[config.mk]
export PLATFORM = sky130hd
export DESIGN_NAME = crt_artifact_color_expander_flat
export DESIGN_NICKNAME = d
export VERILOG_FILES = /design/src/rtl/core/cace_pkg.sv /design/src/rtl/core/cace_in_if.sv /design/src/rtl/core/cace_out_if.sv /design/src/rtl/core/crt_artifact_color_expander.sv /design/src/rtl/core/cace_item_stage.sv /design/src/rtl/core/cace_pixel_stage.sv /design/src/flat_wrapper.sv
export SDC_FILE = /design/constraint.sdc
export NUM_CORES = 1
export LEC_CHECK = 0
export ABC_CLOCK_PERIOD_IN_PS = 2700
export BUFFER_PORTS_ARGS = -buffer_cell sky130_fd_sc_hd__buf_4
export CORE_UTILIZATION = 30
export CTS_CLUSTER_DIAMETER = 60
export DETAILED_ROUTE_END_ITERATION = 12
export HOLD_SLACK_MARGIN = 0.06
export PLACE_DENSITY_LB_ADDON = 0.25
export SYNTH_ARGS = -nofsm -noshare
export SYNTH_HDL_FRONTEND = slang
export SYNTH_SLANG_ARGS = --single-unit
[constraint.sdc]
create_clock -name clk -period 2.7 [get_ports clk]
set_input_delay 0.27 -clock clk [delete_from_list [all_inputs] [get_ports clk]]
set_output_delay 0.27 -clock clk [all_outputs]
set_load 0.01 [all_outputs]
[src/rtl/core/cace_pkg.sv]
// Shared types and constants for the artifact colour expander.
package cace_pkg;

    // Two-bit pair codes as they arrive in the source byte
    typedef enum logic [1:0] {
        CodeBlack  = 2'b00,
        CodeBlue   = 2'b01,
        CodeOrange = 2'b10,
        CodeWhite  = 2'b11
    } pair_code_t;

    localparam int PixelWidth = 24;

    localparam logic [PixelWidth-1:0] ColorBlack  = 24'h000000;
    localparam logic [PixelWidth-1:0] ColorBlue   = 24'h0000FF;
    localparam logic [PixelWidth-1:0] ColorOrange = 24'hFFA500;
    localparam logic [PixelWidth-1:0] ColorWhite  = 24'hFFFFFF;

    // Up to five codes in flight for one byte: held pair plus four new pairs
    localparam int SlotCount = 5;

    // One pair handed from the item stage to the pixel stage
    typedef struct packed {
        pair_code_t code;
        pair_code_t right_code;
        logic       has_right;
        logic       row_done;
        logic       last;
    } pair_t;

endpackage

[src/rtl/core/cace_in_if.sv]
// Input channel: one source byte with its row-end flag per transfer.
interface cace_in_if;
    logic       valid;
    logic       ready;
    logic [7:0] source_byte;
    logic       row_end;

    modport source (output valid, output source_byte, output row_end, input ready);
    modport sink (input valid, input source_byte, input row_end, output ready);
endinterface

[src/rtl/core/cace_out_if.sv]
// Output channel: one pixel pair per transfer.
interface cace_out_if;
    logic                          valid;
    logic                          ready;
    logic [cace_pkg::PixelWidth-1:0] left_pixel;
    logic [cace_pkg::PixelWidth-1:0] right_pixel;
    logic                          row_done;
    logic                          last;

    modport source (output valid, output left_pixel, output right_pixel,
                    output row_done, output last, input ready);
    modport sink (input valid, input left_pixel, input right_pixel,
                  input row_done, input last, output ready);
endinterface

[src/rtl/core/crt_artifact_color_expander.sv]
// Top level of the artifact colour expander.
//
// Usage:
//   in_ch  carries one framebuffer byte (four 2-bit pair codes, MSB pair
//          first) with a row_end flag; a transfer is valid and ready high.
//   out_ch carries one pixel pair per transfer: left and right 24-bit RGB,
//          row_done on the last pair of a row, last on the final pair that
//          a byte produces.
//   cfg_write_en / cfg_write_data write palette_swap (blue and orange
//          exchanged when set); write only while the block is idle.
// A byte's pairs pass the code queue, then the result register, to out_ch.
//   Pairs leave at one per cycle while the receiver is ready, set by the
//   single pixel colouring stage: a byte gives 3 pairs at the start of a
//   row, 4 in the middle, one more at a row end, since one pair is held
//   back until its right neighbour arrives. The next byte is taken in the
//   cycle its predecessor's final pair moves into the result register.
// Reset clears the held pair, the left neighbour and palette_swap.
// When the receiver stalls the result register holds and the input side
//   stops after the byte in hand; nothing is lost or repeated.
module crt_artifact_color_expander (
    input  logic         clk,
    input  logic         rst_n,
    input  logic         cfg_write_en,
    input  logic         cfg_write_data,
    cace_in_if.sink      in_ch,
    cace_out_if.source   out_ch
);

    logic              pair_valid;
    logic              pair_ready;
    cace_pkg::pair_t   pair;

    // Byte unpacking and pair sequencing
    cace_item_stage u_item_stage (
        .clk        (clk),
        .rst_n      (rst_n),
        .in_ch      (in_ch),
        .pair_valid (pair_valid),
        .pair_ready (pair_ready),
        .pair       (pair)
    );

    // Colouring and result register
    cace_pixel_stage u_pixel_stage (
        .clk            (clk),
        .rst_n          (rst_n),
        .cfg_write_en   (cfg_write_en),
        .cfg_write_data (cfg_write_data),
        .pair_valid     (pair_valid),
        .pair_ready     (pair_ready),
        .pair           (pair),
        .out_ch         (out_ch)
    );

endmodule

[src/rtl/core/cace_item_stage.sv]
// Item stage: takes bytes, keeps the held pair, issues one pair a cycle when ready.
module cace_item_stage (
    input  logic               clk,
    input  logic               rst_n,
    cace_in_if.sink            in_ch,
    output logic               pair_valid,
    input  logic               pair_ready,
    output cace_pkg::pair_t    pair
);

    logic                   busy_reg, busy_next;
    logic [2:0]             ncodes_reg, ncodes_next;
    logic [2:0]             emits_left_reg, emits_left_next;
    logic                   row_end_reg, row_end_next;
    cace_pkg::pair_code_t   pending_code_reg, pending_code_next;
    logic                   pending_valid_reg, pending_valid_next;
    cace_pkg::pair_code_t   codes_reg [cace_pkg::SlotCount];
    cace_pkg::pair_code_t   codes_next [cace_pkg::SlotCount];
    cace_pkg::pair_code_t   new_codes [4];
    logic                   accept;
    logic                   pair_fire;
    logic                   final_pair;

    // Split the byte into pair codes, most significant pair first
    assign new_codes[0] = cace_pkg::pair_code_t'(in_ch.source_byte[7:6]);
    assign new_codes[1] = cace_pkg::pair_code_t'(in_ch.source_byte[5:4]);
    assign new_codes[2] = cace_pkg::pair_code_t'(in_ch.source_byte[3:2]);
    assign new_codes[3] = cace_pkg::pair_code_t'(in_ch.source_byte[1:0]);

    // Take a new byte when idle or as the current byte's final pair leaves
    assign final_pair  = (emits_left_reg == 3'd1);
    assign in_ch.ready = !busy_reg || (pair_ready && final_pair);
    assign accept      = in_ch.valid && in_ch.ready;
    assign pair_fire   = busy_reg && pair_ready;

    // Present the head code with its right neighbour
    assign pair_valid      = busy_reg;
    assign pair.code       = codes_reg[0];
    assign pair.right_code = codes_reg[1];
    assign pair.has_right  = (ncodes_reg >= 3'd2);
    assign pair.row_done   = row_end_reg && (ncodes_reg == 3'd1);
    assign pair.last       = final_pair;

    // Advance the code queue, load a new byte, update the held pair
    always_comb
    begin
        busy_next          = busy_reg;
        ncodes_next        = ncodes_reg;
        emits_left_next    = emits_left_reg;
        row_end_next       = row_end_reg;
        pending_code_next  = pending_code_reg;
        pending_valid_next = pending_valid_reg;
        for (int k = 0; k < cace_pkg::SlotCount; k++)
        begin
            codes_next[k] = codes_reg[k];
        end

        if (pair_fire)
        begin
            for (int k = 0; k < cace_pkg::SlotCount - 1; k++)
            begin
                codes_next[k] = codes_reg[k+1];
            end
            codes_next[cace_pkg::SlotCount-1] = cace_pkg::CodeBlack;
            ncodes_next     = ncodes_reg - 3'd1;
            emits_left_next = emits_left_reg - 3'd1;
            if (final_pair)
            begin
                busy_next = 1'b0;
            end
        end

        if (accept)
        begin
            busy_next    = 1'b1;
            row_end_next = in_ch.row_end;
            if (pending_valid_reg)
            begin
                codes_next[0] = pending_code_reg;
                for (int k = 0; k < 4; k++)
                begin
                    codes_next[k+1] = new_codes[k];
                end
                ncodes_next = 3'd5;
            end
            else
            begin
                for (int k = 0; k < 4; k++)
                begin
                    codes_next[k] = new_codes[k];
                end
                codes_next[cace_pkg::SlotCount-1] = cace_pkg::CodeBlack;
                ncodes_next = 3'd4;
            end
            // Hold the last pair back unless the row ends here
            emits_left_next = in_ch.row_end ? ncodes_next : ncodes_next - 3'd1;
            if (in_ch.row_end)
            begin
                pending_valid_next = 1'b0;
                pending_code_next  = cace_pkg::CodeBlack;
            end
            else
            begin
                pending_valid_next = 1'b1;
                pending_code_next  = new_codes[3];
            end
        end
    end

    // Control state
    always_ff @(posedge clk or negedge rst_n)
    begin
        if (!rst_n)
        begin
            busy_reg          <= 1'b0;
            ncodes_reg        <= 3'd0;
            emits_left_reg    <= 3'd0;
            row_end_reg       <= 1'b0;
            pending_code_reg  <= cace_pkg::CodeBlack;
            pending_valid_reg <= 1'b0;
        end
        else
        begin
            busy_reg          <= busy_next;
            ncodes_reg        <= ncodes_next;
            emits_left_reg    <= emits_left_next;
            row_end_reg       <= row_end_next;
            pending_code_reg  <= pending_code_next;
            pending_valid_reg <= pending_valid_next;
        end
    end

    // Code queue payload
    always_ff @(posedge clk)
    begin
        for (int k = 0; k < cace_pkg::SlotCount; k++)
        begin
            codes_reg[k] <= codes_next[k];
        end
    end

    // A byte taken while busy must coincide with the final pair leaving
    a_accept_on_final: assert property (@(posedge clk) disable iff (!rst_n)
        (accept && busy_reg) |-> (pair_fire && final_pair))
        else $error("byte accepted before the previous byte finished");

    // Pairs still to issue never exceed the codes queued
    a_count_bound: assert property (@(posedge clk) disable iff (!rst_n)
        busy_reg |-> (emits_left_reg != 3'd0 && emits_left_reg <= ncodes_reg))
        else $error("issue count out of range");

    // A row end leaves no held pair behind
    a_row_flush: assert property (@(posedge clk) disable iff (!rst_n)
        (accept && in_ch.row_end) |=> !pending_valid_reg)
        else $error("held pair survived a row end");

endmodule

[src/rtl/core/cace_pixel_stage.sv]
// Pixel stage: colours one pair, applies the artifact rule, holds the result register.
module cace_pixel_stage (
    input  logic               clk,
    input  logic               rst_n,
    input  logic               cfg_write_en,
    input  logic               cfg_write_data,
    input  logic               pair_valid,
    output logic               pair_ready,
    input  cace_pkg::pair_t    pair,
    cace_out_if.source         out_ch
);

    logic                             palette_swap_reg;
    cace_pkg::pair_code_t             left_code_reg, left_code_next;
    logic                             left_valid_reg, left_valid_next;
    logic                             out_valid_reg, out_valid_next;
    logic [cace_pkg::PixelWidth-1:0]  left_pixel_reg, right_pixel_reg;
    logic                             row_done_reg, last_reg;
    logic [cace_pkg::PixelWidth-1:0]  base_color;
    logic [cace_pkg::PixelWidth-1:0]  left_pixel_next, right_pixel_next;
    logic                             load;

    assign pair_ready = !out_valid_reg || out_ch.ready;
    assign load       = pair_valid && pair_ready;

    // Look up the plain colour of the code
    always_comb
    begin
        case (pair.code)
            cace_pkg::CodeBlack:  base_color = cace_pkg::ColorBlack;
            cace_pkg::CodeBlue:   base_color = palette_swap_reg ? cace_pkg::ColorOrange
                                                                : cace_pkg::ColorBlue;
            cace_pkg::CodeOrange: base_color = palette_swap_reg ? cace_pkg::ColorBlue
                                                                : cace_pkg::ColorOrange;
            cace_pkg::CodeWhite:  base_color = cace_pkg::ColorWhite;
            default:              base_color = cace_pkg::ColorBlack;
        endcase
    end

    // Apply the artifact rule on the original codes
    always_comb
    begin
        left_pixel_next  = base_color;
        right_pixel_next = base_color;
        if (pair.code == cace_pkg::CodeBlue && pair.has_right &&
            (pair.right_code == cace_pkg::CodeOrange ||
             pair.right_code == cace_pkg::CodeWhite))
        begin
            left_pixel_next  = cace_pkg::ColorBlack;
            right_pixel_next = cace_pkg::ColorWhite;
        end
        else if (pair.code == cace_pkg::CodeOrange && left_valid_reg &&
                 (left_code_reg == cace_pkg::CodeBlue ||
                  left_code_reg == cace_pkg::CodeWhite))
        begin
            left_pixel_next  = cace_pkg::ColorWhite;
            right_pixel_next = cace_pkg::ColorBlack;
        end
    end

    // Track the left neighbour; drop it at the end of a row
    always_comb
    begin
        left_code_next  = left_code_reg;
        left_valid_next = left_valid_reg;
        if (load)
        begin
            if (pair.row_done)
            begin
                left_code_next  = cace_pkg::CodeBlack;
                left_valid_next = 1'b0;
            end
            else
            begin
                left_code_next  = pair.code;
                left_valid_next = 1'b1;
            end
        end
    end

    // Hold the result until the receiver takes it
    always_comb
    begin
        out_valid_next = out_valid_reg;
        if (load)
        begin
            out_valid_next = 1'b1;
        end
        else if (out_ch.ready)
        begin
            out_valid_next = 1'b0;
        end
    end

    // Control state and configuration register
    always_ff @(posedge clk or negedge rst_n)
    begin
        if (!rst_n)
        begin
            palette_swap_reg <= 1'b0;
            left_code_reg    <= cace_pkg::CodeBlack;
            left_valid_reg   <= 1'b0;
            out_valid_reg    <= 1'b0;
        end
        else
        begin
            if (cfg_write_en)
            begin
                palette_swap_reg <= cfg_write_data;
            end
            left_code_reg  <= left_code_next;
            left_valid_reg <= left_valid_next;
            out_valid_reg  <= out_valid_next;
        end
    end

    // Result payload
    always_ff @(posedge clk)
    begin
        if (load)
        begin
            left_pixel_reg  <= left_pixel_next;
            right_pixel_reg <= right_pixel_next;
            row_done_reg    <= pair.row_done;
            last_reg        <= pair.last;
        end
    end

    assign out_ch.valid       = out_valid_reg;
    assign out_ch.left_pixel  = left_pixel_reg;
    assign out_ch.right_pixel = right_pixel_reg;
    assign out_ch.row_done    = row_done_reg;
    assign out_ch.last        = last_reg;

endmodule

[src/flat_wrapper.sv]
// flat-port wrapper written by rule: the top's interface ports become plain ports
module crt_artifact_color_expander_flat 
  (clk, rst_n, cfg_write_en, cfg_write_data, in_ch_valid, in_ch_source_byte, in_ch_row_end, in_ch_ready, out_ch_valid, out_ch_left_pixel, out_ch_right_pixel, out_ch_row_done, out_ch_last, out_ch_ready);
  cace_in_if in_ch_i ();
  cace_out_if out_ch_i ();
  input  logic clk;
  input  logic rst_n;
  input  logic cfg_write_en;
  input  logic cfg_write_data;
  input wire logic [$bits(in_ch_i.valid)-1:0] in_ch_valid;
  input wire logic [$bits(in_ch_i.source_byte)-1:0] in_ch_source_byte;
  input wire logic [$bits(in_ch_i.row_end)-1:0] in_ch_row_end;
  output wire logic [$bits(in_ch_i.ready)-1:0] in_ch_ready;
  output wire logic [$bits(out_ch_i.valid)-1:0] out_ch_valid;
  output wire logic [$bits(out_ch_i.left_pixel)-1:0] out_ch_left_pixel;
  output wire logic [$bits(out_ch_i.right_pixel)-1:0] out_ch_right_pixel;
  output wire logic [$bits(out_ch_i.row_done)-1:0] out_ch_row_done;
  output wire logic [$bits(out_ch_i.last)-1:0] out_ch_last;
  input wire logic [$bits(out_ch_i.ready)-1:0] out_ch_ready;
  assign in_ch_i.valid = in_ch_valid;
  assign in_ch_i.source_byte = in_ch_source_byte;
  assign in_ch_i.row_end = in_ch_row_end;
  assign in_ch_ready = in_ch_i.ready;
  assign out_ch_valid = out_ch_i.valid;
  assign out_ch_left_pixel = out_ch_i.left_pixel;
  assign out_ch_right_pixel = out_ch_i.right_pixel;
  assign out_ch_row_done = out_ch_i.row_done;
  assign out_ch_last = out_ch_i.last;
  assign out_ch_i.ready = out_ch_ready;
  crt_artifact_color_expander u_core (.clk(clk), .rst_n(rst_n), .cfg_write_en(cfg_write_en), .cfg_write_data(cfg_write_data), .in_ch(in_ch_i), .out_ch(out_ch_i));
endmodule
==> impl_metrics.yaml <==
final_layout:
  multi_input_area_sq_um: 650.6
  largest_register_ffs: 10
  layout-drive-gt1-share_pct: 48.98
  final_nets: 216
  area.growth.synth_to_final_pct: 17.99
  fillCellCount: 643
  diodes: 0
  register_area_sq_um: 915.9
floorplan:
  start_util_pct: 31.00
  design.die.area_sq_um: 6888
  num_rows: 29
  die_w_um: 83.00
  coreArea_sq_um: 6350
  ios: 67
  die_h_um: 83.00
power:
  seqPwrFrac_pct: 38.0
  p_sw_share_pct: 33.92
  power.leakage_uw: 0.001088
  p_per_area_nw_per_um2: 1095
  p_sw_uw: 862.0
  p_int_uw: 1680
  combPwrFrac_pct: 43.1
  power_uw: 2542
  vdd_drop_max_uv: 490.1
  clkPwrFrac_pct: 18.9
synth:
  yosys.area.top_type_share_pct: 27.46
  ys_seq_elements: 33
  netlist_area_sq_um: 1968
  synthDistinctLibCells: 37
  synthFlopType: "edfxtp_1"
  yosysTopAreaCell: "edfxtp_1"
  yosys-top-cells-area: "edfxtp_1 (27%), dfrtp_1 (19%), buf_4 (16%)"
  yosysWarnings: 0
  ys_seq_area_share_pct: 46.54
  syn-num-nets: 192
  synth_edf_count: 18
  synthCells: 171
  avgSynthCellArea_sq_um: 11.51
  postSynth.asyncResetShare_pct: 45.45
clocking:
  cts_buffers: 5
  clk_path_buf_depth: 2
  h-tree-depth: 2
  path_clk_slew_ps: 80
  cts_root_buffer: "clkbuf_8"
  cts_tree: "built"
  post_cts_resize_count: 0
  clock_latency_ps: 280
  numClockSinks: 33
flow_run:
  maxCapViolations: 0
sta:
  slew_violations: 0
  worstMarginPinSlew_ps: 475.0
  rsz0062_at_grt: "false"
  fin_crit_ps: 2010
  max_freq_mhz: 497.4
  hold_viol: 0
  tns_ps: 0
  relSlewSlack_pct: 68.30
  fin_crit_sh_pct: 74.46
  setup_viol: 0
  skew_ps: 9.102
global_route:
  grt_pass1_vias: 1119
  globalRouteTotalUtil_pct: 9.819
  grt_antenna_before_repair: 0
  grt_pass1_wl_mm: 5.361
  grt_max_degree: 16
  grt_overflow: 0
routing:
  vias: 1220
  firstDrtPassIters: 4
  wire_per_inst_um: 12.00
  wirelength_mm: 3.275
  postRouteAntennaNets: 0
  drt_iter0_drc: 39
  viasPerCell: 4.469
  route.detailed.drc: 0
worst_setup_path:
  path_class: "flop to flop"
  cp-start-kind: "flop"
  crit_fanout: 10
  arrival_ps: 1940
  end_kind: "flop"
  worstPathRequired_ps: 2630
place:
  port_buffers: 66
  hpwlAfterDp_mm: 2.426
  gp_congestion: 0.7429
min_path:
  hp-class: "primary input to flop"
status:
  run_status: "complete, no violations"
==> routing by layer <==
layer / wire length (um) / track usage [%] / share of wire [%]
met3: 264 / 3.380 / 8.1
met4: 36 / 3.762 / 1.1
met1: 1579 / 13.00 / 48
met5: 0 / 0 / 0
met2: 1395 / 14.75 / 43
==> stage by stage <==
stage	utilization (%)	cell area (sq um)	setup slack (ps)	std cells	hold slack [ps]
floorplan	-	1968	779.0	171	-25.59
global placement	34.46	2188	753.5	264	144.7
detailed placement	34.46	2188	699.3	264	142.0
CTS	36.57	2322	677.9	273	164.6
global route	36.57	2322	573.5	273	165.1
finish	36.57	2322	689.6	273	166.7
==> cells in the final DEF, fill, tap and decap left out, drive strengths merged <==
cell type | synthesis | routed
a22oi | 1 | 1
a21boi | 3 | 3
nand3 | 2 | 2
mux2i | 4 | 4
a31o | 2 | 2
xor2 | 1 | 1
dfrtp | 15 | 15
clkinv | 0 | 1
dlygate4sd3 | 0 | 1
nor2b | 2 | 2
xnor2 | 3 | 3
a21bo | 1 | 1
ha | 6 | 6
o22ai | 1 | 1
or2b | 1 | 1
and3 | 3 | 3
a21oi | 6 | 6
edfxtp | 18 | 18
nand2b | 3 | 3
and2 | 2 | 2
and3b | 1 | 1
clkbuf | 5 | 7
or3b | 1 | 1
inv | 8 | 8
nor2 | 4 | 4
a21o | 1 | 1
o21a | 1 | 1
a22o | 1 | 1
buf | 45 | 66
nand2 | 7 | 7
a211oi | 1 | 1
o21ai | 4 | 4
nor3b | 1 | 1
mux2 | 17 | 17
==> kinds of logic (layout without fill, tap and decap cells) <==
| group | count (synthesis) | after routing | synth area share, % |
|---|---|---|---|
| muxes | 21 | 21 | 12.14 |
| adders and majority gates | 6 | 6 | 3.814 |
| xor gates and xnor gates | 4 | 4 | 1.780 |
| and+or+nand+nor | 27 | 27 | 7.947 |
| DFF | 33 | 33 | 46.54 |
| buffers and inverters | 58 | 83 | 20.41 |
| AOI/OAI and AO/OA | 22 | 22 | 7.376 |
==> worst max-delay path, cell delays in order (launching register included) <==
cell	delay, ps
dfrtp_1	360
inv_1	80
ha_1	130
nor2b_1	160
a21bo_1	280
nand2_1	230
nand2_1	410
==> worst paths after layout <==
check	start	endpoint	slack (ps)	cells past startpoint
hold / removal	in_ch_row_end	u_core.u_item_stage.pending_valid_reg$_DFFE_PN0N_	170	2
min in group asynchronous	rst_n	u_core.u_item_stage.pending_valid_reg$_DFFE_PN0N_	370	2
setup reg to reg	u_core.u_item_stage.emits_left_reg[1]$_DFFE_PN0P_	u_core.u_item_stage.codes_reg[0][2]$_DFFE_PP_	690	6
setup / recovery	u_core.u_item_stage.emits_left_reg[1]$_DFFE_PN0P_	u_core.u_item_stage.codes_reg[0][2]$_DFFE_PP_	690	6
max in group asynchronous	rst_n	u_core.u_pixel_stage.out_ch.valid$_DFFE_PN0P_	2140	2
hold reg to reg	u_core.u_pixel_stage.left_valid_reg$_DFFE_PN0P_	u_core.u_pixel_stage.left_valid_reg$_DFFE_PN0P_	500	1
==> synthesized netlist by cell type (2+ instances only) <==
| cell type | number |
|---|---|
| nand2b_1 | 2 |
| buf_4 | 42 |
| clkbuf_1 | 5 |
| o21ai_0 | 4 |
| dfrtp_1 | 15 |
| nand3_1 | 2 |
| inv_1 | 8 |
| a31o_2 | 2 |
| a21oi_1 | 6 |
| a21boi_0 | 3 |
| nor2b_1 | 2 |
| xnor2_1 | 3 |
| nand2_1 | 7 |
| ha_1 | 6 |
| edfxtp_1 | 18 |
| buf_6 | 2 |
| mux2_2 | 15 |
| mux2i_1 | 4 |
| nor2_1 | 4 |
| mux2_4 | 2 |
| and3_1 | 3 |
==> final cells by class <==
type	instances	share of cell area (%)
Timing Repair Buffer	67	21.77
Multi-Input combinational cell	80	28.02
Clock inverter	1	0.2155
Sequential cell	33	39.44
Inverter	8	1.293
Clock buffer	7	5.119
Tap cell	77	4.149
==> power by group through the flow <==
stage	Combinational [uW]	Clock, uW	Sequential [uW]
3_3_place_gp	1110	0	976
3_5_place_dp	1110	0	982
2_1_floorplan	956	0	917
6_report	1100	480	966
4_1_cts	1110	492	974
5_1_grt	1200	517	1000
==> timing repair <==
action	in CTS	in global routing
buffers inserted	0	0
endpoints found under the hold margin	15	0
hold buffers	1	0
Note: power is estimated with default switching activity, not from simulation.
